**config.mk**
```make
export PLATFORM = sky130hd
export DESIGN_NAME = vwe_cfg
export DESIGN_NICKNAME = d
export VERILOG_FILES = /design/src/hw/rtl/vwe_pkg.sv /design/src/hw/rtl/vwe_cfg.sv
export SDC_FILE = /design/constraint.sdc
export NUM_CORES = 1
export LEC_CHECK = 0
export ABC_AREA = 0
export BUFFER_PORTS_ARGS = -buffer_cell sky130_fd_sc_hd__clkbuf_2
export CAP_MARGIN = 25
export CORE_MARGIN = 1
export CORE_UTILIZATION = 49
export CTS_CLUSTER_SIZE = 24
export DETAILED_ROUTE_END_ITERATION = 7
export PLACE_DENSITY = 0.79
export SLEW_MARGIN = 20
export SYNTH_ARGS = -nofsm -noshare
export SYNTH_HDL_FRONTEND = slang
export SYNTH_SLANG_ARGS = --single-unit
export TNS_END_PERCENT = 1
```
**constraint.sdc**
```tcl
create_clock -name clk_i -period 0.8 [get_ports clk_i]
set_input_delay 0.2 -clock clk_i [delete_from_list [all_inputs] [get_ports clk_i]]
set_output_delay 0.2 -clock clk_i [all_outputs]
set_load 0.01 [all_outputs]
```
**src/hw/rtl/vwe_pkg.sv**
```systemverilog
// ----------------------------------------------------------------------------
// vwe_pkg: shared definitions for the voxel window excess test
// Volume geometry, field widths, register codes, reset values and the
// control/status bundles that join the controller and the datapath.
// ----------------------------------------------------------------------------
`default_nettype none

package vwe_pkg;

  // volume geometry and store width
  localparam int DIM_X       = 32;
  localparam int DIM_Y       = 32;
  localparam int DIM_Z       = 32;
  localparam int MAX_EXTENT  = 3;
  localparam int COUNT_WIDTH = 16;

  // fixed field widths
  localparam int COORD_W    = 5;
  localparam int IN_COUNT_W = 16;
  localparam int CFG_W      = 32;
  localparam int CFG_IDX_W  = 2;
  localparam int EXTENT_W   = 2;
  localparam int S_TDATA_W  = 48;
  localparam int M_TDATA_W  = 8;

  // derived sizes
  localparam int VOXELS  = DIM_X * DIM_Y * DIM_Z;
  localparam int ADDR_W  = $clog2(VOXELS);
  localparam int E_W     = $clog2(MAX_EXTENT + 1);
  localparam int D_W     = E_W + 1;
  localparam int WC_W    = COORD_W + 2;
  localparam int WIN_MAX = (2 * MAX_EXTENT + 1) * (2 * MAX_EXTENT + 1) * (2 * MAX_EXTENT + 1);
  localparam int SUM_W   = COUNT_WIDTH + $clog2(WIN_MAX);
  localparam int PROD_W  = SUM_W + CFG_W;

  // item kinds
  localparam logic KIND_WRITE = 1'b0;
  localparam logic KIND_QUERY = 1'b1;

  // register reset values
  localparam logic [EXTENT_W-1:0] EXTENT_RST    = EXTENT_W'(1);
  localparam logic [CFG_W-1:0]    SRC_SCALE_RST = CFG_W'(2427);
  localparam logic [CFG_W-1:0]    BG_SCALE_RST  = CFG_W'(2427);
  localparam logic [CFG_W-1:0]    THRESHOLD_RST = CFG_W'(0);

  typedef enum logic [CFG_IDX_W-1:0] {
    CFG_EXTENT    = 2'd0,
    CFG_SRC_SCALE = 2'd1,
    CFG_BG_SCALE  = 2'd2,
    CFG_THRESHOLD = 2'd3
  } cfg_idx_e;

  typedef struct packed {
    logic [EXTENT_W-1:0] extent;
    logic [CFG_W-1:0]    src_scale;
    logic [CFG_W-1:0]    bg_scale;
    logic [CFG_W-1:0]    threshold;
  } cfg_t;

  typedef struct packed {
    logic clear;     // write zeros at the sweep address and advance it
    logic wr_item;   // store the counts of the incoming word
    logic start;     // latch query voxel, reset window counters and sums
    logic issue;     // read the current window voxel and step the counters
    logic mul;       // scale both sums
    logic sub;       // absolute difference of the scaled sums
    logic res_load;  // threshold test into the output register
  } cmd_t;

  typedef struct packed {
    logic clear_last;
    logic scan_last;
    logic out_busy;
  } sts_t;

  function automatic logic [ADDR_W-1:0] voxel_addr(input int x, input int y, input int z);
    return ADDR_W'((z * DIM_Y + y) * DIM_X + x);
  endfunction

endpackage

`default_nettype wire

```
**src/hw/rtl/vwe_cfg.sv**
```systemverilog
// ----------------------------------------------------------------------------
// vwe_cfg: configuration registers
// Window extent, the two Q16.16 scale factors and the threshold.
// ----------------------------------------------------------------------------
`default_nettype none

module vwe_cfg (
  input  wire logic                          clk_i,
  input  wire logic                          rst_ni,
  input  wire logic                          cfg_valid_i,
  output logic                               cfg_ready_o,
  input  wire logic [vwe_pkg::CFG_IDX_W-1:0] cfg_index_i,
  input  wire logic [vwe_pkg::CFG_W-1:0]     cfg_data_i,
  output vwe_pkg::cfg_t                      cfg_o
);

  vwe_pkg::cfg_t cfg_q, cfg_d;

  assign cfg_ready_o = 1'b1;

  always_comb begin
    cfg_d = cfg_q;
    if (cfg_valid_i) begin
      unique case (vwe_pkg::cfg_idx_e'(cfg_index_i))
        vwe_pkg::CFG_EXTENT:    cfg_d.extent    = cfg_data_i[vwe_pkg::EXTENT_W-1:0];
        vwe_pkg::CFG_SRC_SCALE: cfg_d.src_scale = cfg_data_i;
        vwe_pkg::CFG_BG_SCALE:  cfg_d.bg_scale  = cfg_data_i;
        vwe_pkg::CFG_THRESHOLD: cfg_d.threshold = cfg_data_i;
        default: ;
      endcase
    end
  end

  always_ff @(posedge clk_i or negedge rst_ni) begin
    if (!rst_ni) begin
      cfg_q.extent    <= vwe_pkg::EXTENT_RST;
      cfg_q.src_scale <= vwe_pkg::SRC_SCALE_RST;
      cfg_q.bg_scale  <= vwe_pkg::BG_SCALE_RST;
      cfg_q.threshold <= vwe_pkg::THRESHOLD_RST;
    end else begin
      cfg_q <= cfg_d;
    end
  end

  assign cfg_o = cfg_q;

endmodule

`default_nettype wire

```
Word level (Yosys, flattened, before mapping)

Index checks and enable logic that the tools add are counted.
Widths: inputs -> output; s select.

Add/subtract/negate cells: 0
Multipliers: 0
Divide/modulo/power cells: 0
Order comparisons: 0
Equal/unequal tests: 3
Shift operators: 0
Muxes and demuxes: 0
Bitwise logic cells: 0
Reductions and logical operators: 5

Operators with widths:

| operator           | count |
|---|---|
| $reduce_and 2->1   | 4 |
| $eq 2x2->1 const B | 2 |
| $eq 2x1->1 const B | 1 |
| $logic_not 2->1    | 1 |

Register bits after elaboration: 98
Bits in latches: 0
Memory bits (writable): 0
ROM bits: 0
Input port bits: 37
Output and inout bits: 99
Word-level logic and storage cells: 12
Memories: 0

Logic depth before layout (Yosys ltp)

Gate-level depths: netlist of the first run.

Depth in word-level cells: 2
Mapped depth: 3
Depth with buffers taken out: 2

Worst setup path before layout of the first run

OpenSTA, ideal clock, no wires.

Path type: input to register
Start: input port cfg_index_i[0] in the netlist's numbering
End: register cfg_q, in the netlist cfg_o[10]
Setup time: 0.125 ns
Data arrival time: 0.900 ns
Data required time: 0.675 ns
Setup slack: -0.225 ns
Stages on the path: 3
Path buffers: 1
Path through: nand3_1 -> buf_2 -> mux2_2

Word-level cells in the longest chain between the ends: 2

RTL lines:

| item                       | RTL line      | source |
|---|---|---|
| from (decl)                | vwe_cfg.sv:12 | `input wire logic [vwe_pkg::CFG_IDX_W-1:0] cfg_index_i,` |
| $eq 2x2->1                 | vwe_cfg.sv:24 | `unique case (vwe_pkg::cfg_idx_e'(cfg_index_i))` |
| $reduce_and 2->1 (no line) | n/a           |  |
| to (signal assigned)       | vwe_cfg.sv:41 | `cfg_q <= cfg_d;` |
| to (decl)                  | vwe_cfg.sv:17 | `vwe_pkg::cfg_t cfg_q, cfg_d;` |

No other way between the ends.
A chain may end at the register's enable or synchronous reset.

Worst setup path in the final report of the first run

Start: register cfg_q, in the netlist cfg_o[75]
End: output port cfg_o[75] in the netlist's numbering

RTL lines:

| item      | RTL line      | source |
|---|---|---|
| to (decl) | vwe_cfg.sv:14 | `output vwe_pkg::cfg_t cfg_o` |

No word-level cell between the ends.

==> results of run 1 <==
==> Yosys cell counts <==
cell type	n	area share, %
nand3b_2	2	0.61
buf_4	1	0.20
mux2_2	98	30
dfstp_2	17	12
buf_2	3	0.41
conb_1	1	0.10
dfrtp_1	81	55
buf_6	6	1.8
nor3b_1	1	0.20
nand3_1	1	0.13
==> layout make-up <==
type | instances | area share (%)
clock inverters | 6 | 1.78
repair buffers | 146 | 19.8
clock buffers | 10 | 2.76
multi-input cells | 103 | 23.6
well taps | 99 | 2.48
flip-flops and latches | 98 | 49.6
==> power groups by stage <==
stage	logic, W	registers, W	clock network (W)
6_report	0.00306	0.00654	0.00350
5_1_grt	0.00334	0.00666	0.00376
4_1_cts	0.00292	0.00650	0.00359
3_5_place_dp	0.00287	0.00658	0
3_3_place_gp	0.00281	0.00653	0
2_1_floorplan	0.000976	0.00700	0
==> routing by layer <==
layer / up-vias / global-route usage [%] / wire length, um
li1: 1038 / - / -
met1: 1181 / 23.8 / 3050
met2: 80 / 32.7 / 3750
met3: 10 / 4.89 / 441
met4: 0 / 6.93 / 103
met5: - / 0 / 0
==> stage by stage <==
stage | instance area [sq um] | instances
4_1_cts | 4880 | 462
3_5_place_dp | 4620 | 445
5_1_grt | 4990 | 462
2_1_floorplan | 3750 | 211
3_3_place_gp | 4620 | 445
6_report | 4990 | 462
==> logic make-up (layout without fill, tap and decap cells) <==
logic type             after synthesis  after routing
DFF                                 98             98
buffers and inverters               10            162
and+or+nand+nor                      4              4
muxes                               98             98
other                                1              1
==> worst min path at each step <==
stage	start	endpoint	slack, ns	cells after the start
after floorplan	rst_ni	cfg_o[0]$_DFFE_PN0P_	-0.1	0
after global placement	rst_ni	cfg_o[0]$_DFFE_PN0P_	0.09	1
after detailed placement	rst_ni	cfg_o[0]$_DFFE_PN0P_	0.1	1
after CTS	cfg_data_i[30]	cfg_o[94]$_DFFE_PN0P_	0.09	2
after global routing	cfg_data_i[29]	cfg_o[93]$_DFFE_PN0P_	0.1	2
final	cfg_data_i[30]	cfg_o[30]$_DFFE_PN0P_	0.11	2
==> repair_timing <==
item | CTS | global route
pin swaps | 0 | 1
endpoints found under the setup margin | 110 | 124
endpoints found under the hold margin | 69 | 0
gates resized for setup | 4 | 36
gates cloned | 0 | 0
hold buffers | 1 | 0
==> results.md, run 1 <==
- Max-slew violations: 0
- Die W: 89.0 um
- Fin util: 68.4%
- Most frequent cells in the layout: clkbuf_2, mux2_2, dfrtp_1, dfstp_2, buf_6
- Seq/Total Area, Yosys: 66.7%
- Slowest CP cell: dfstp_2
- Flop pwr share: 49.9%
- Multi-input logic area: 1180 sq um
- Critical Path Source: cfg_o[75]$_DFFE_PN1P_
- Simple-gate area share of the yosys netlist: 0.945%
- Clk_lat worst skew: 0.35 ns
- Clock transition at path regs: 0.09 ns
- Max IR drop VDD: 1.44 mV
- Final net count: 395
- I/O pin count: 136
- Initial antenna violation count: 0
- Total chip power: 0.0131 W
- Register bit total from synthesis: 98
- RSZ-0062 raised after global routing: true
- Min Clock Period, post-route: 1.21 ns
- Worst Skew: 0 ns
- Clock H-tree levels: 3
- Compound-Gate Fraction of Synth Area: 0%
- Startpoint class of the critical path: flop
- Status: finished, violations left
- Comb power frac: 23.4%
- Die area: 7910 sq um
- Worst Setup EP: cfg_o[75]
- Fin crit share: 151%
- Failing checks: negative setup slack
- LEAKAGE: 2.41 nW
- Max reg flops: 98
- Pre-antenna DRT Iters: 4
- Syn nets: 248
- # setup viols final: 100
- FMAX: 0.828 GHz
- Die Y: 89.0 um
- Buffers and inverters on the worst path: 1
- Post-Syn Area per Cell: 17.6 sq um
- CTS max path bufs: 2
- Clock share of power: 26.7%
- CP max stage delay: 0.56 ns
- Cell Chain, Critical Path: buf_6
- TritonCTS clock tree: built
- Crit path max fanout: 2
- Initial Utilization: 50.8%
- Root Driver: clkbuf_8
- HP Class: input port to flop
- Clock sink count: 98
- Mapped Cells: 211
- Post-synth cell types: 10
- Number of global-route vias before repair: 2318
- Pint: 0.00957 W
- Yosys warns: 0
- Mapped cell area: 3710 sq um
- Mux cell area share after synthesis: 29.8%
- Via Count: 2309
- Post-Synth Adder-Cell Area: 0%
- PwrDens: 2630 nW/um^2
- Setup total negative slack: -28.13 ns
- Largest net degree at the start of global routing: 28
- Routability congestion estimate: 0.764
- Max_cap viols: 0
- Post-CTS setup buffer count: 0
- Req. time, crit path: 0.60 ns
- Kind of cell adding the most delay to the critical path: flip-flops
- Sw frac: 27.0%
- Worst hold margin: 0.105 ns
- WL final: 7.35 mm
- Initial DRC Count: 31
- Setup CP Type: flop to output port
- Via density: 5.00
- Rows: 31
- Setup ws final: -0.407 ns
- Number of diodes: 0
- Worst path depth: 1
- Wire length per cell: 15.9 um
- Reg area: 2470 sq um
- Worst r2r path cells: 1
- Fill cells: 544
- Final hold violation count: 0
- Capture point of the worst reg-to-reg path: cfg_o[87]$_DFFE_PN0P_
- Drc violations: 0
- Xor-xnor portion of the synthesized cell area: 0%
- Arrival @ worst endpoint: 1.01 ns
- CP Capture Type: output port
- Post-route ant nets: 0
- IO Port Bufs: 134
- NetSw: 0.00353 W
- GRT Residual Overflow: 0
- RR Startpoint: cfg_o[87]$_DFFE_PN0P_
- Largest family of logic cells by synthesized area: multiplexers
- Place WS: -0.397 ns
- Worst R2R Setup Slack: 0.02 ns
- Detailed placement HPWL: 5.31 mm
- Synthesis-to-layout area growth: 34.6%
- Commonest non-fill, non-tap cell in the layout: clkbuf_2
- First-pass GRT wire length: 11.2 mm
- Share of cells above drive strength 1: 77.1%
- GRT Total Usage: 19.1%
- Core area: 7290 sq um
- Total CTS buffers: 9
Power figures use the tool's default switching activity.
==> run 2, diff against run 1 <==
--- a/config.mk
+++ b/config.mk
@@ -12,7 +12,7 @@
 export CORE_UTILIZATION = 49
 export CTS_CLUSTER_SIZE = 24
 export DETAILED_ROUTE_END_ITERATION = 7
-export PLACE_DENSITY = 0.79
+export PLACE_DENSITY_LB_ADDON = 0.15
 export SLEW_MARGIN = 20
 export SYNTH_ARGS = -nofsm -noshare
 export SYNTH_HDL_FRONTEND = slang
==> results.md, run 2 (synthesized netlist as in run 1, its figures left out) <==
- GR Util met2: 30.1% (was 32.7%)
- Pre-antenna DRT Iters: 4 (unchanged)
- Detailed placement HPWL: 5.41 mm (was 5.31 mm)
- GRT Residual Overflow: 0 (unchanged)
- Max reg flops: 98 (unchanged)
- CTS max path bufs: 2 (unchanged)
- Req. time, crit path: 0.60 ns (about the same)
- Comb power frac: 23.9% (was 23.4%)
- Number of global-route vias before repair: 2306 (was 2318)
- # setup viols final: 98 (was 100)
- Max-slew violations: 0 (unchanged)
- Grt met3 use: 4.89% (unchanged)
- PwrDens: 2570 nW/um^2 (was 2630 nW/um^2)
- TritonCTS clock tree: built (unchanged)
- Max_cap viols: 0 (unchanged)
- Post-route ant nets: 0 (unchanged)
- Clock H-tree levels: 3 (unchanged)
- Flop pwr share: 51.0% (was 49.9%)
- Post-route cell area: 4990 sq um (about the same)
- Hold wc startpoint: cfg_data_i[14] (was cfg_data_i[30])
- Sw frac: 27.8% (was 27.0%)
- First-pass GRT wire length: 11.3 mm (was 11.2 mm)
- Kind of cell adding the most delay to the critical path: flip-flops (unchanged)
- GRT busiest layer: met2 (unchanged)
- IO Port Bufs: 134 (unchanged)
- Core area: 7290 sq um (unchanged)
- Rows: 31 (unchanged)
- Initial antenna violation count: 0 (unchanged)
- Worst r2r path cells: 1 (unchanged)
- Slowest CP cell: dfstp_2 (unchanged)
- Buffers and inverters on the worst path: 1 (unchanged)
- Most frequent cells in the layout: clkbuf_2, mux2_2, dfrtp_1, dfstp_2, buf_6 (unchanged)
- FMAX: 0.830 GHz (was 0.828 GHz)
- Final net count: 394 (was 395)
- Largest net degree at the start of global routing: 35 (was 28)
- Setup CP Type: flop to output port (unchanged)
- Initial DRC Count: 89 (was 31)
- Final hold violation count: 0 (unchanged)
- Commonest non-fill, non-tap cell in the layout: clkbuf_2 (unchanged)
- Clk_lat worst skew: 0.35 ns (about the same)
- NetSw: 0.00356 W (was 0.00353 W)
- CP Capture Type: output port (unchanged)
- WL final: 7.40 mm (was 7.35 mm)
- LEAKAGE: 2.40 nW (was 2.41 nW)
- Setup ws final: -0.405 ns (was -0.407 ns)
- Worst Skew: 0 ns (unchanged)
- RR Startpoint: cfg_o[76]$_DFFE_PN0P_ (was cfg_o[87]$_DFFE_PN0P_)
- Synthesis-to-layout area growth: 34.6% (about the same)
- Root Driver: clkbuf_8 (unchanged)
- Routability congestion estimate: 0.663 (was 0.764)
- Worst Hold Endpoint: cfg_o[14]$_DFFE_PN0P_ (was cfg_o[30]$_DFFE_PN0P_)
- Place WS: -0.405 ns (was -0.397 ns)
- Initial Utilization: 50.8% (unchanged)
- Wire length per cell: 16.1 um (was 15.9 um)
- Share of cells above drive strength 1: 77.1% (about the same)
- Cell Chain, Critical Path: buf_8 (was buf_6)
- Total CTS buffers: 9 (unchanged)
- Met1 usage: 26.0% (was 23.8%)
- Die Y: 89.0 um (unchanged)
- Hold Path Depth: 2 (unchanged)
- Fill cells: 551 (was 544)
- Min Clock Period, post-route: 1.21 ns (about the same)
- Die area: 7910 sq um (unchanged)
- Clock share of power: 25.1% (was 26.7%)
- Worst hold margin: 0.103 ns (was 0.105 ns)
- HP Class: input port to flop (unchanged)
- GRT Total Usage: 19.2% (was 19.1%)
- Startpoint class of the critical path: flop (unchanged)
- CP max stage delay: 0.56 ns (about the same)
- Setup total negative slack: -28.24 ns (was -28.13 ns)
- Status: finished, violations left (unchanged)
- Number of diodes: 0 (unchanged)
- Clock sink count: 98 (unchanged)
- RSZ-0062 raised after global routing: true (unchanged)
- Capture point of the worst reg-to-reg path: cfg_o[76]$_DFFE_PN0P_ (was cfg_o[87]$_DFFE_PN0P_)
- Failing checks: negative setup slack (unchanged)
- Pint: 0.00925 W (was 0.00957 W)
- Arrival @ worst endpoint: 1.01 ns (about the same)
- Max IR drop VDD: 1.17 mV (was 1.44 mV)
- Via Count: 2278 (was 2309)
- DP Area: 4640 sq um (was 4620 sq um)
- Clock transition at path regs: 0.09 ns (about the same)
- Via density: 4.94 (was 5.00)
- Die W: 89.0 um (unchanged)
- Fin crit share: 151% (about the same)
- Drc violations: 0 (unchanged)
- Worst R2R Setup Slack: 0.02 ns (about the same)
- Crit path max fanout: 2 (unchanged)
- I/O pin count: 136 (unchanged)
-- run 2: changes by cell type in the layout (fill, tap and decap cells not counted), moves of 2 or more --
cell	delta
clkbuf_2	-3
buf_2	+3
buf_12	+2
clkbuf_4	-2
-- run 2: routing by layer --
| layer | part of all wire [%] | wire length, um |
|---|---|---|
| met3 | 6.0 | 446 |
| met2 | 48 | 3570 |
| met5 | 0 | 0 |
| met4 | 1.5 | 114 |
| met1 | 44 | 3270 |
-- run 2: cell type report --
| cell class | count | area (sq um) | share of cell area, % |
|---|---|---|---|
| Clock inverter | 6 | 66.3 | 1.33 |
| Timing Repair Buffer | 145 | 1010 | 20.2 |
| Clock buffer | 10 | 138 | 2.76 |
| Sequential cell | 98 | 2470 | 49.6 |
| Tap cell | 99 | 124 | 2.48 |
| Multi-Input combinational cell | 103 | 1180 | 23.7 |
-- run 2: what timing repair did --
item                                    4_1_cts  5_1_grt
resized for setup                             5       41
hold endpoints to repair                     86        0
buffers inserted                              0        0
endpoints found under the setup margin      119      165
cloned                                        0        0
pin swaps                                     0        1
hold buffers                                  1        0
-- run 2: worst max-delay path by stage --
stage                                      from               endpoint  slack [ns]  cells after the start
after floorplan                  cfg_index_i[0]  cfg_o[34]$_DFFE_PN0P_       -0.13                      3
after global placement           cfg_index_i[0]  cfg_o[47]$_DFFE_PN0P_       -0.38                      4
after detailed placement         cfg_index_i[1]  cfg_o[83]$_DFFE_PN0P_       -0.41                      4
after CTS                 cfg_o[64]$_DFFE_PN1P_              cfg_o[64]       -0.44                      1
after global routing      cfg_o[43]$_DFFE_PN1P_              cfg_o[43]       -0.45                      1
final                     cfg_o[43]$_DFFE_PN1P_              cfg_o[43]       -0.41                      1
-- run 2: power by group through the flow --
stage               logic (W)  clock network [W]  registers, W
global route          0.00333            0.00351       0.00665
global placement      0.00283                  0       0.00654
detailed placement    0.00289                  0       0.00658
floorplan            0.000976                  0       0.00700
CTS                   0.00293            0.00332       0.00649
finish                0.00306            0.00321       0.00653
-- run 2: stage by stage --
stage	total power, W	util [%]	instances
floorplan	0.00797	-	211
detailed placement	0.00947	63.6	444
global route	0.0135	68.4	461
CTS	0.0127	67.0	461
finish	0.0128	68.4	461
global placement	0.00937	63.6	444
