<file path="src/hw/rtl/vwe_pkg.sv">
// ----------------------------------------------------------------------------
// vwe_pkg: shared definitions for the voxel window excess test
// Volume geometry, field widths, register codes, reset values and the
// control/status bundles that join the controller and the datapath.
// ----------------------------------------------------------------------------
`default_nettype none

package vwe_pkg;

  // volume geometry and store width
  localparam int DIM_X       = 32;
  localparam int DIM_Y       = 32;
  localparam int DIM_Z       = 32;
  localparam int MAX_EXTENT  = 3;
  localparam int COUNT_WIDTH = 16;

  // fixed field widths
  localparam int COORD_W    = 5;
  localparam int IN_COUNT_W = 16;
  localparam int CFG_W      = 32;
  localparam int CFG_IDX_W  = 2;
  localparam int EXTENT_W   = 2;
  localparam int S_TDATA_W  = 48;
  localparam int M_TDATA_W  = 8;

  // derived sizes
  localparam int VOXELS  = DIM_X * DIM_Y * DIM_Z;
  localparam int ADDR_W  = $clog2(VOXELS);
  localparam int E_W     = $clog2(MAX_EXTENT + 1);
  localparam int D_W     = E_W + 1;
  localparam int WC_W    = COORD_W + 2;
  localparam int WIN_MAX = (2 * MAX_EXTENT + 1) * (2 * MAX_EXTENT + 1) * (2 * MAX_EXTENT + 1);
  localparam int SUM_W   = COUNT_WIDTH + $clog2(WIN_MAX);
  localparam int PROD_W  = SUM_W + CFG_W;

  // item kinds
  localparam logic KIND_WRITE = 1'b0;
  localparam logic KIND_QUERY = 1'b1;

  // register reset values
  localparam logic [EXTENT_W-1:0] EXTENT_RST    = EXTENT_W'(1);
  localparam logic [CFG_W-1:0]    SRC_SCALE_RST = CFG_W'(2427);
  localparam logic [CFG_W-1:0]    BG_SCALE_RST  = CFG_W'(2427);
  localparam logic [CFG_W-1:0]    THRESHOLD_RST = CFG_W'(0);

  typedef enum logic [CFG_IDX_W-1:0] {
    CFG_EXTENT    = 2'd0,
    CFG_SRC_SCALE = 2'd1,
    CFG_BG_SCALE  = 2'd2,
    CFG_THRESHOLD = 2'd3
  } cfg_idx_e;

  typedef struct packed {
    logic [EXTENT_W-1:0] extent;
    logic [CFG_W-1:0]    src_scale;
    logic [CFG_W-1:0]    bg_scale;
    logic [CFG_W-1:0]    threshold;
  } cfg_t;

  typedef struct packed {
    logic clear;     // write zeros at the sweep address and advance it
    logic wr_item;   // store the counts of the incoming word
    logic start;     // latch query voxel, reset window counters and sums
    logic issue;     // read the current window voxel and step the counters
    logic mul;       // scale both sums
    logic sub;       // absolute difference of the scaled sums
    logic res_load;  // threshold test into the output register
  } cmd_t;

  typedef struct packed {
    logic clear_last;
    logic scan_last;
    logic out_busy;
  } sts_t;

  function automatic logic [ADDR_W-1:0] voxel_addr(input int x, input int y, input int z);
    return ADDR_W'((z * DIM_Y + y) * DIM_X + x);
  endfunction

endpackage

`default_nettype wire

</file>
<file path="src/hw/rtl/vwe_ctrl.sv">
// ----------------------------------------------------------------------------
// vwe_ctrl: controller
// Sequences the clearing sweep, write items and the query window scan with its scaling, difference and result steps.
// ----------------------------------------------------------------------------
`default_nettype none

module vwe_ctrl (
  input  wire logic    clk_i,
  input  wire logic    rst_ni,
  input  wire logic    in_valid_i,
  input  wire logic    in_kind_i,
  output logic         in_ready_o,
  input  wire vwe_pkg::sts_t sts_i,
  output vwe_pkg::cmd_t cmd_o
);

  typedef enum logic [6:0] {
    ST_CLEAR = 7'b0000001,
    ST_IDLE  = 7'b0000010,
    ST_SCAN  = 7'b0000100,
    ST_DRAIN = 7'b0001000,
    ST_MUL   = 7'b0010000,
    ST_SUB   = 7'b0100000,
    ST_DONE  = 7'b1000000
  } state_e;

  state_e state_q, state_d;

  always_comb begin
    state_d    = state_q;
    cmd_o      = '0;
    in_ready_o = 1'b0;
    unique case (state_q)
      ST_CLEAR: begin
        cmd_o.clear = 1'b1;
        if (sts_i.clear_last) begin
          state_d = ST_IDLE;
        end
      end
      ST_IDLE: begin
        in_ready_o = 1'b1;
        if (in_valid_i) begin
          if (in_kind_i == vwe_pkg::KIND_QUERY) begin
            cmd_o.start = 1'b1;
            state_d     = ST_SCAN;
          end else begin
            cmd_o.wr_item = 1'b1;
          end
        end
      end
      ST_SCAN: begin
        cmd_o.issue = 1'b1;
        if (sts_i.scan_last) begin
          state_d = ST_DRAIN;
        end
      end
      ST_DRAIN: state_d = ST_MUL;
      ST_MUL: begin
        cmd_o.mul = 1'b1;
        state_d   = ST_SUB;
      end
      ST_SUB: begin
        cmd_o.sub = 1'b1;
        state_d   = ST_DONE;
      end
      ST_DONE: begin
        if (!sts_i.out_busy) begin
          cmd_o.res_load = 1'b1;
          state_d        = ST_IDLE;
        end
      end
      default: state_d = ST_CLEAR;
    endcase
  end

  always_ff @(posedge clk_i or negedge rst_ni) begin
    if (!rst_ni) begin
      state_q <= ST_CLEAR;
    end else begin
      state_q <= state_d;
    end
  end

endmodule

`default_nettype wire

</file>
<file path="config.mk">
export PLATFORM = sky130hd
export DESIGN_NAME = vwe_ctrl
export DESIGN_NICKNAME = d
export VERILOG_FILES = /design/src/hw/rtl/vwe_pkg.sv /design/src/hw/rtl/vwe_ctrl.sv
export SDC_FILE = /design/constraint.sdc
export NUM_CORES = 1
export LEC_CHECK = 0
export ABC_AREA = 1
export BUFFER_PORTS_ARGS = -buffer_cell sky130_fd_sc_hd__buf_2
export CORE_AREA = 2 2 39 41
export DETAILED_ROUTE_END_ITERATION = 7
export DIE_AREA = 0 0 41 43
export HOLD_SLACK_MARGIN = 0.12
export PLACE_DENSITY = 0.7
export SLEW_MARGIN = 20
export SYNTH_ARGS = -nofsm -noshare
export SYNTH_HDL_FRONTEND = slang
export SYNTH_SLANG_ARGS = --single-unit
</file>
<file path="constraint.sdc">
create_clock -name clk_i -period 1.2 [get_ports clk_i]
set_clock_uncertainty 0.05 [all_clocks]
set_input_delay 0.06 -clock clk_i [delete_from_list [all_inputs] [get_ports clk_i]]
set_output_delay 0.06 -clock clk_i [all_outputs]
set_load 0.005 [all_outputs]
</file>
**Word level (Yosys, flattened, before mapping)**

Index checks and enable logic that the tools add are counted.

- Flip-flop bits (word level): 7
- Input port bits: 7
- Output and inout bits: 8
- Word-level logic and storage cells: 31

- Equal/unequal tests: 12
- Multiplexer cells: 17
- Reduce and logical (&&, ||, !) cells: 1

Operators by type and width:

| cell | number |
|---|---|
| case mux 7 bit (7 select lines) | 1 |
| 2-to-1 mux 7 bit | 5 |
| inequality test 2 bit (second input constant) | 5 |
| 2-to-1 mux 1 bit | 9 |
| equality test 7 x 1 -> 1 bit (second input constant) | 1 |
| equality test 7 x 2 -> 1 bit (second input constant) | 1 |
| equality test 7 x 3 -> 1 bit (second input constant) | 1 |
| equality test 7 x 4 -> 1 bit (second input constant) | 1 |
| equality test 7 x 5 -> 1 bit (second input constant) | 1 |
| equality test 7 x 6 -> 1 bit (second input constant) | 1 |
| equality test 7 bit (second input constant) | 1 |
| AND reduction 5 bit | 1 |
| 2-to-1 mux 2 bit | 2 |

**Longest topological paths before layout**

Gate-level depths: netlist (run 1).

- Depth after elaboration: 3
- Depth in mapped cells: 8
- Mapped depth without buffers: 8

**Worst setup path before layout (run 1)**

No wires, ideal clock.

- Path type: register -> register
- Start: register state_q[0]
- End: register state_q[1]
- Library setup time: 66 ps
- Arrival: 1044 ps
- Required time: 1084 ps
- Path slack: 41 ps
- Stages on the path, launching flop included: 9
- Buffers on the path: 0
- Period minus slack after synthesis: 1159 ps
- Path through: dfstp_2 -> inv_1 -> nand2_2 -> nor2_2 -> nand3_1 -> nand2_1 -> nor2_1 -> nand2_1 -> nand2_1

- Word-level cells in the longest chain between the ends: 3
- Elaborated cells between the ends (all ways): 14
- Those cells by class: eq/ne: 12; mux: 1; reduce/logical: 1

Ends and longest elaborated chain:

| what | line | source |
|---|---|---|
| from (decl) | vwe_ctrl.sv:27 | `state_e state_q, state_d;` |
| from (signal assigned) | vwe_ctrl.sv:80 | `state_q <= state_d;` |
| equality test 7 x 1 -> 1 bit, or another cell as far along | vwe_ctrl.sv:33 | `unique case (state_q)` |
| inequality test 2 bit (no source line) | - |  |
| AND reduction 5 bit (no source line) | - |  |

Parallel ways exist; a longest one is shown, timed or not.
A chain may end at the register's enable or synchronous reset.

==> qor.csv, run 1 <==
stage;metric;value;unit
run_status;status;finished, violations left;
run_status;violations;setup timing;
synth;ys_seq_area_frac;0.398;
global_routing;met3_usage;0.0314;
power_and_ir_drop;leakage;0.425;nW
worst_setup_path;cp_num_buf_inv;2;
timing;period_needed;1.37;ns
floorplanning;fp.dieArea;1760;um^2
synth;syn_inst;66;
floorplanning;row_count;14;
power_and_ir_drop;vdd_drop_max;0.819;mV
detailed_routing;wl_per_cell;11.7;um
clocking;cts_buffer_depth;2;
floorplanning;pin_count;15;
final_layout;regMostFlops;state_q;
floorplanning;die_w;41;um
final_layout;drive_gt1_frac;0.549;
timing;rsz0062_at_grt;true;
final_layout;fin_util;0.577;
global_routing;grt_pass1_wl;2020;um
worst_setup_path;cp_slowest_cell;dfrtp_1;
synth;synth.distinct_cells;16;
detailed_routing;drt-total-wl;1380;um
worst_setup_path;end_kind;output port;
timing;whs;0.270;ns
detailed_routing;vias;535;
timing;fin_ws;-0.174;ns
clocking;clkTransAtPathRegs;0.05;ns
clocking;clkLatencyLatePin;0.25;ns
flow_run;maxCapViolCount;0;
global_routing;use_met2;0.303;
power_and_ir_drop;power;1.39;mW
floorplanning;start_util;0.320;
floorplanning;dieHeight;43;um
detailed_routing;post-route-drc-count;0;
floorplanning;core-area;1380;um^2
final_layout;fin_area;798;um^2
timing;final_max_slew_viol_count;0;
synth;yosysWarnings;0;
worst_setup_path;worst_path_largest_cell_delay;0.38;ns
timing;slew_headroom;0.863;
worst_setup_path;startpoint_type;flip-flop;
place;placed_cell_area;548;um^2
worst_setup_path;crit_start;state_q[2]$_DFFE_PN0P_;
global_routing;gr-max-usage-layer;met2;
global_routing;grt_use_total;0.176;
clocking;h-tree-depth;1;
hold_path;min_path_type;in -> async;
timing;finalHoldViolations;0;
place;routabilityCongestion;0.779;
detailed_routing;first_pass_iters;4;
global_routing;grt_max_degree;7;
final_layout;fin_nets;110;
place;io_buffers;14;
worst_setup_path;cp_top_family;simple AND/OR/NAND/NOR gates;
clocking;cts.sinks;7;
place;hpwl;799;um
worst_setup_path;cp_max_fo;4;
detailed_routing;drt-initial-drc-count;7;
clocking;cts_tree;yes;
detailed_routing;vias_per_cell;4.53;
synth;synth_area;443;um^2
timing;tightest_slew;0.205;ns
detailed_routing;postRouteAntennaNets;0;
worst_setup_path;criticalPathCategory;reg -> out;
worst_setup_path;cp.arrival;1.26;ns
final_layout;largest_reg_flops;7;
global_routing;use_met1;0.194;
clocking;cts_buffers;3;
place;place_ws;-0.0547;ns
final_layout;syn2layout_area_growth;80.2;%
synth;syn_nets;73;
worst_setup_path;cp_cell_sequence;inv_2 > nand2_4 > nor2_4 > nand2_2 > nor3b_2 > buf_2;
timing;period_share;1.15;
timing;setup_viol;13;
final_layout;n_antenna_cell;0;
clocking;cts-root-buf;clkbuf_4;
worst_setup_path;r2r_start;state_q[4]$_DFFE_PN0P_;
global_routing;antenna_found_initial;0;
timing;fin_setup_tns;-1.51;ns
power_and_ir_drop;p_per_area;1740;nW/um^2
final_layout;post_layout_nonfiller_instances;118;
global_routing;grt_pass1_vias;511;
synth;synth.avg_cell_area;6.71;um^2
synth;synth-seq-cells;7;
place;placed_cells;98;
final_layout;top_regs;state_q x7;
global_routing;gr-total-overflow;0;
timing;max_freq;728;MHz
worst_setup_path;worst_ep_required_time;1.09;ns
-- where the power goes --
group	internal, mW	total (mW)	switching [mW]
Sequential	0.303	0.340	0.0369
Combinational	0.352	0.839	0.487
Clock	0.127	0.213	0.0862
-- cells in the final DEF (no fill, tap or decap), drive strengths merged --
cell         count
inv             12
a21oi            1
nand3b           2
dfstp            1
o21ai            1
clkbuf           4
nor3b            2
dlygate4sd3      8
nand2           22
nand3            4
buf             24
nor2            13
nor3             2
dfrtp            6
-- path summary, 6_finish.rpt --
| check | end | slack, ns | cells after the start |
|---|---|---|---|
| setup / recovery | cmd_o[4] | -0.17 | 6 |
| hold / removal | state_q[0]$_DFFE_PN1P_ | 0.27 | 2 |
| setup reg to reg | state_q[1]$_DFFE_PN0P_ | -0.13 | 9 |
| hold reg to reg | state_q[5]$_DFFE_PN0P_ | 0.55 | 2 |
| max in group asynchronous | state_q[2]$_DFFE_PN0P_ | 0.20 | 3 |
| min in group clk_i | state_q[5]$_DFFE_PN0P_ | 0.55 | 2 |
-- routing by layer --
layer,part of all wire,up-vias
met2,0.56,17
met1,0.39,242
met5,0,-
li1,-,274
met4,0.0029,0
met3,0.048,2
-- kinds of logic (layout without fill, tap and decap cells) --
logic type	after synthesis	after routing	synth area share
AND/OR/NAND/NOR	45	45	0.477
buffers and inverters	12	48	0.102
flip-flops	7	7	0.398
AO/OA/AOI/OAI	2	2	0.0226
-- cell type report --
cell class	count	area (um^2)
Inverter	12	45.0
Multi-Input combinational cell	47	298
Timing Repair Buffer	32	233
Tap cell	16	20.0
Sequential cell	7	176
Fill cell	132	586
Clock buffer	4	26.3
-- what timing repair did --
item | CTS | global route
endpoints found under the setup margin | 12 | 13
hold endpoints to repair | 11 | 0
resized for setup | 21 | 7
buffers inserted | 4 | 4
pin swaps | 5 | 7
hold buffers | 8 | 0
-- Yosys cell counts --
library cell	number	area [um^2]
nand2_1	20	75.1
nor3_1	2	10.0
nand3b_1	2	15.0
nor3b_1	1	7.51
nand2_2	2	12.5
nand3_1	4	20.0
inv_2	4	15.0
inv_1	8	30.0
o21ai_0	1	5.00
nor2_1	11	41.3
nor3b_2	1	12.5
nor2_4	1	11.3
a21oi_1	1	5.00
dfstp_2	1	26.3
dfrtp_1	6	150
nor2_2	1	6.26
Power figures use the tool's default switching activity.
==> inputs of run 2 (changes only) <==
CELL_PAD_IN_SITES_DETAIL_PLACEMENT = 2   (was unset)
CELL_PAD_IN_SITES_GLOBAL_PLACEMENT = 2   (was unset)
CORE_AREA = 2 2 49 51   (was 2 2 39 41)
DIE_AREA = 0 0 51 53   (was 0 0 41 43)
PLACE_DENSITY = 0.78   (was 0.7)
==> run 2 against run 1 <==
Compared with the run above: the flow still finishes with violations (setup timing); count of clock-buffer cells in the layout stayed put; maximum frequency is 5.7% lower; setup slack worse by 0.083 ns; design area is 2.5% lower; wire length is 28% higher; worst hold slack worse by 0.14 ns; non-clock buffer count is 3 lower; via count is 2.8% higher; die area is 53% higher; combinational power is 2% higher; flip-flop and latch count stayed put; critical endpoint unchanged; largest cell class unchanged; highest routed layer unchanged.
==> qor.csv, run 2 (synthesized netlist as in run 1, its figures left out) <==
stage;metric;value;unit;change
final_layout;syn2layout_area_growth;75.7;%;
final_layout;seqCellArea;176;um^2;unchanged
clocking;cts_tree;yes;;
clocking;cts-root-buf;clkbuf_4;;
clocking;cts.sinks;7;;unchanged
timing;period_share;1.21;;+0.0694
timing;whs;0.130;ns;-0.140 ns
final_layout;n_antenna_cell;0;;unchanged
timing;rsz0062_at_grt;true;;
detailed_routing;drt-total-wl;1770;um;+28%
detailed_routing;vias;550;;+2.8%
final_layout;multi_input_area;287;um^2;-3.8%
worst_setup_path;r2r_setup_slack;-0.25;ns;-0.12 ns
timing;max_freq;686;MHz;-5.7%
global_routing;grt_use_total;0.151;;-0.0245
floorplanning;fp.dieArea;2700;um^2;+53%
worst_setup_path;timing.rr.end;state_q[1]$_DFFE_PN0P_;;
final_layout;layout_common_cells;nand2_1, buf_2, inv_2;;
final_layout;fillers;265;;+100%
final_layout;final_common_cell;nand2_1;;
timing;finalHoldViolations;0;;unchanged
final_layout;largest_reg_flops;7;;unchanged
run_status;status;finished, violations left;;
clocking;h-tree-depth;1;;unchanged
floorplanning;core-area;2150;um^2;+55%
run_status;violations;setup timing;;
worst_setup_path;cp_slowest_cell;dfrtp_1;;
floorplanning;dieHeight;53;um;+23%
detailed_routing;vias_per_cell;4.33;;-4.5%
worst_setup_path;startpoint_type;flip-flop;;
place;io_buffers;14;;unchanged
worst_setup_path;cp_cell_sequence;inv_2 > nand2_4 > nor2_4 > nand2_2 > nor3b_2 > buf_2;;
detailed_routing;wl_per_cell;13.9;um;+19%
final_layout;drive_gt1_frac;0.545;;-0.00357
detailed_routing;postRouteAntennaNets;0;;unchanged
hold_path;min_path_type;in -> async;;
clocking;cts_buffers;3;;unchanged
worst_setup_path;cp_max_fo;4;;unchanged
global_routing;grt_pass1_wl;2930;um;+45%
floorplanning;die_w;51;um;+24%
worst_setup_path;worst-r2r-cell-count;9;;unchanged
floorplanning;start_util;0.206;;-0.114
clocking;clkTransAtPathRegs;0.06;ns;about the same
place;routabilityCongestion;0.726;;-6.7%
clocking;clkLatencyLatePin;0.25;ns;about the same
worst_setup_path;cp.arrival;1.35;ns;+0.09 ns
flow_run;maxCapViolCount;0;;unchanged
clocking;cts_buffer_depth;2;;unchanged
worst_setup_path;worst_ep_required_time;1.09;ns;about the same
global_routing;grt_pass1_vias;627;;+23%
timing;tightest_slew;0.213;ns;+0.00803 ns
worst_setup_path;worst_path_largest_cell_delay;0.40;ns;+0.02 ns
detailed_routing;first_pass_iters;1;;-3
global_routing;grt_max_degree;8;;+1
floorplanning;row_count;17;;+3
power_and_ir_drop;p_per_area;1810;nW/um^2;+3.8%
place;hpwl;1180;um;+48%
timing;setup_viol;13;;unchanged
detailed_routing;post-route-drc-count;0;;unchanged
worst_setup_path;end_kind;output port;;
timing;period_needed;1.46;ns;+0.0833 ns
worst_setup_path;criticalPathCategory;reg -> out;;
timing;fin_ws;-0.257;ns;-0.0833 ns
power_and_ir_drop;leakage;0.406;nW;-4.5%
global_routing;antenna_found_initial;0;;unchanged
final_layout;top_regs;state_q x7;;
global_routing;gr-total-overflow;0;;unchanged
final_layout;fin_util;0.362;;-0.215
final_layout;fin_nets;107;;-2.7%
worst_setup_path;r2r_start;state_q[5]$_DFFE_PN0P_;;
power_and_ir_drop;vdd_drop_max;0.629;mV;-23%
detailed_routing;drt-initial-drc-count;0;;-7
timing;final_max_slew_viol_count;0;;unchanged
final_layout;regMostFlops;state_q;;
floorplanning;pin_count;15;;unchanged
timing;slew_headroom;0.857;;-0.00530
==> run 2: critical path, delay by kind of cell (launching register included) <==
kind | cells | cell delay (ns)
AND/OR/NAND/NOR | 4 | 0.47
flip-flops | 1 | 0.40
buffers and inverters | 2 | 0.23
==> run 2: worst max path at each step <==
stage          slack, ns              startpoint                     end
2_1_floorplan       0.04  state_q[0]$_DFFE_PN1P_  state_q[1]$_DFFE_PN0P_
3_3_place_gp       -0.08  state_q[0]$_DFFE_PN1P_  state_q[2]$_DFFE_PN0P_
3_5_place_dp       -0.13  state_q[0]$_DFFE_PN1P_  state_q[1]$_DFFE_PN0P_
4_1_cts            -0.29  state_q[5]$_DFFE_PN0P_                cmd_o[4]
5_1_grt            -0.35  state_q[5]$_DFFE_PN0P_  state_q[1]$_DFFE_PN0P_
6_report           -0.26  state_q[5]$_DFFE_PN0P_                cmd_o[4]
==> run 2: layout make-up <==
class                      count  area share
clock buffer                   4      0.0338
tap                           28      0.0450
multi-input combinational     47       0.368
inverter                      12      0.0579
sequential                     7       0.227
timing repair buffer          29       0.268
==> run 2: routing by layer <==
layer / wire length (um) / global-route usage
met1: 709 / 0.173
met2: 923 / 0.277
met3: 61 / 0.0169
met4: 71 / 0.0766
met5: 0 / 0
==> run 2: per-stage QoR <==
stage | std cells | power, mW | area [um^2] | setup TNS [ns] | worst slack, ns
after global routing | 127 | 1.51 | 778 | -3.77 | -0.353
after CTS | 126 | 1.33 | 729 | -3.01 | -0.291
final | 127 | 1.41 | 778 | -2.58 | -0.257
after floorplan | 66 | 0.694 | 443 | 0 | 0.0407
after global placement | 113 | 0.915 | 586 | -0.219 | -0.0755
after detailed placement | 113 | 0.946 | 586 | -0.486 | -0.131
==> run 2: power by group <==
group,switching (mW),internal [mW]
clock network,0.0855,0.127
registers,0.0381,0.303
logic,0.497,0.357
==> run 2: what timing repair did <==
item	4_1_cts	5_1_grt
pin swaps	5	1
setup buffers	4	1
gates resized for setup	16	10
endpoints found under the hold margin	10	0
hold buffers	5	0
setup endpoints to repair	13	14
==> inputs of run 3 (changes only) <==
RECOVER_POWER = 25   (was unset)
SKIP_LAST_GASP = 1   (was unset)
SLEW_MARGIN = unset   (was 20)
==> run 3 against run 2 <==
Compared with the run above: the run still ends with setup timing left; count of clock-buffer cells in the layout unchanged; die area unchanged; largest power group unchanged; critical path type unchanged; total power grew 3.8%; critical endpoint unchanged.
==> qor.csv, run 3 (synthesized netlist as in run 1, its figures left out) <==
stage;metric;value;unit;change
worst_setup_path;crit_start;state_q[5]$_DFFE_PN0P_;;
worst_setup_path;worst-r2r-cell-count;9;;unchanged
clocking;cts_tree;yes;;
global_routing;grt_pass1_wl;2930;um;+0.24%
power_and_ir_drop;vdd_drop_max;0.651;mV;+3.5%
detailed_routing;drt-initial-drc-count;1;;+1
detailed_routing;vias;545;;-0.91%
final_layout;layout_common_cells;nand2_1, buf_2, inv_2;;
global_routing;grt_max_degree;8;;unchanged
timing;max_freq;678;MHz;-1.2%
place;place_ws;-0.131;ns;unchanged
final_layout;regMostFlops;state_q;;
timing;fin_ws;-0.275;ns;-0.0173 ns
final_layout;n_antenna_cell;0;;unchanged
detailed_routing;first_pass_iters;4;;+3
detailed_routing;vias_per_cell;4.26;;-1.7%
detailed_routing;drt-total-wl;1820;um;+3.3%
floorplanning;core-area;2150;um^2;unchanged
detailed_routing;post-route-drc-count;0;;unchanged
clocking;cts-root-buf;clkbuf_4;;
floorplanning;pin_count;15;;unchanged
final_layout;fin_area;813;um^2;+4.5%
timing;setup_viol;13;;unchanged
global_routing;grt_pass1_vias;625;;-0.32%
power_and_ir_drop;p_per_area;1800;nW/um^2;-0.66%
power_and_ir_drop;power;1.46;mW;+3.8%
timing;period_share;1.23;;+0.0144
clocking;cts.sinks;7;;unchanged
final_layout;largest_reg_flops;7;;unchanged
detailed_routing;wl_per_cell;14.2;um;+2.5%
global_routing;gr-total-overflow;0;;unchanged
timing;rsz0062_at_grt;true;;
timing;final_max_slew_viol_count;0;;unchanged
floorplanning;die_w;51;um;unchanged
final_layout;fin_nets;108;;+0.93%
worst_setup_path;startpoint_type;flip-flop;;
worst_setup_path;cp_max_fo;4;;unchanged
worst_setup_path;criticalPathCategory;reg -> out;;
clocking;clkLatencyLatePin;0.25;ns;about the same
worst_setup_path;end_kind;output port;;
power_and_ir_drop;leakage;0.415;nW;+2.3%
floorplanning;fp.dieArea;2700;um^2;unchanged
final_layout;drive_gt1_frac;0.570;;+0.0245
detailed_routing;postRouteAntennaNets;0;;unchanged
place;routabilityCongestion;0.726;;unchanged
flow_run;maxCapViolCount;0;;unchanged
final_layout;top_regs;state_q x7;;
worst_setup_path;worst_ep_required_time;1.09;ns;about the same
timing;period_needed;1.47;ns;+0.0173 ns
clocking;cts_buffer_depth;2;;unchanged
run_status;violations;setup timing;;
clocking;cts_buffers;3;;unchanged
clocking;clkTransAtPathRegs;0.05;ns;about the same
final_layout;syn2layout_area_growth;83.6;%;
place;io_buffers;14;;unchanged
global_routing;grt_use_total;0.153;;+0.00181
hold_path;min_path_type;in -> reg;;
timing;tightest_slew;0.408;ns;+0.195 ns
worst_setup_path;endpoint;cmd_o[4];;
timing;finalHoldViolations;0;;unchanged
worst_setup_path;r2r_start;state_q[5]$_DFFE_PN0P_;;
worst_setup_path;cp.arrival;1.36;ns;about the same
worst_setup_path;r2r_setup_slack;-0.27;ns;-0.02 ns
final_layout;final_common_cell;nand2_1;;
floorplanning;start_util;0.206;;unchanged
floorplanning;dieHeight;53;um;unchanged
run_status;status;finished, violations left;;
place;placed_cell_area;586;um^2;unchanged
floorplanning;row_count;17;;unchanged
global_routing;antenna_found_initial;0;;unchanged
timing;slew_headroom;0.728;;-0.129
clocking;h-tree-depth;1;;unchanged
final_layout;fillers;256;;-3.4%
worst_setup_path;timing.rr.end;state_q[1]$_DFFE_PN0P_;;
place;hpwl;1180;um;unchanged
run 3: cell type report:
cell class,count,area (um^2),share of cell area
Multi-Input combinational cell,47,308,0.378
Timing Repair Buffer,30,223,0.274
Tap cell,28,35.0,0.0431
Inverter,12,45.0,0.0554
Clock buffer,4,26.3,0.0323
Sequential cell,7,176,0.217
run 3: per-layer routing:
layer  wire length (um)  GRT usage  up-vias
li1                   -          -      269
met1                765      0.171      266
met2               1000      0.294        8
met3                 31     0.0141        2
met4                 21     0.0631        0
met5                  0          0        -
run 3: worst min-delay path by stage:
stage / cells after the start / from / slack, ns / to
final: 4 / sts_i[1] / 0.18 / state_q[2]$_DFFE_PN0P_
after floorplan: 0 / rst_ni / -0.29 / state_q[1]$_DFFE_PN0P_
after global placement: 1 / rst_ni / -0.15 / state_q[3]$_DFFE_PN0P_
after CTS: 2 / rst_ni / 0.13 / state_q[4]$_DFFE_PN0P_
after global routing: 4 / sts_i[1] / 0.22 / state_q[2]$_DFFE_PN0P_
after detailed placement: 1 / rst_ni / -0.14 / state_q[3]$_DFFE_PN0P_
run 3: power breakdown:
| group | switching [mW] | internal (mW) |
|---|---|---|
| combinational | 0.535 | 0.372 |
| clock | 0.0871 | 0.127 |
| sequential | 0.0379 | 0.303 |
run 3: repair_timing:
action | 4_1_cts | 5_1_grt
setup buffers | 4 | 2
gates cloned | 0 | 0
hold buffers | 5 | 0
resized for setup | 14 | 21
endpoints found under the setup margin | 13 | 14
endpoints found under the hold margin | 10 | 0
pin swaps | 5 | 6
run 3: stage by stage:
step / hold slack (ns) / setup TNS, ns / instances / util
floorplan: -0.286 / 0 / 66 / -
global placement: -0.146 / -0.219 / 113 / 0.273
detailed placement: -0.144 / -0.486 / 113 / 0.273
CTS: 0.133 / -3.02 / 126 / 0.338
global route: 0.215 / -4.05 / 128 / 0.379
finish: 0.184 / -2.97 / 128 / 0.379
run 3: worst max-delay path: stages, from the launching register on:
cell and delay (ns):
dfrtp_1 0.40, inv_2 0.09, nand2_4 0.06, nor2_4 0.19, nand2_4 0.09, nor3b_2 0.15
buf_2 0.13
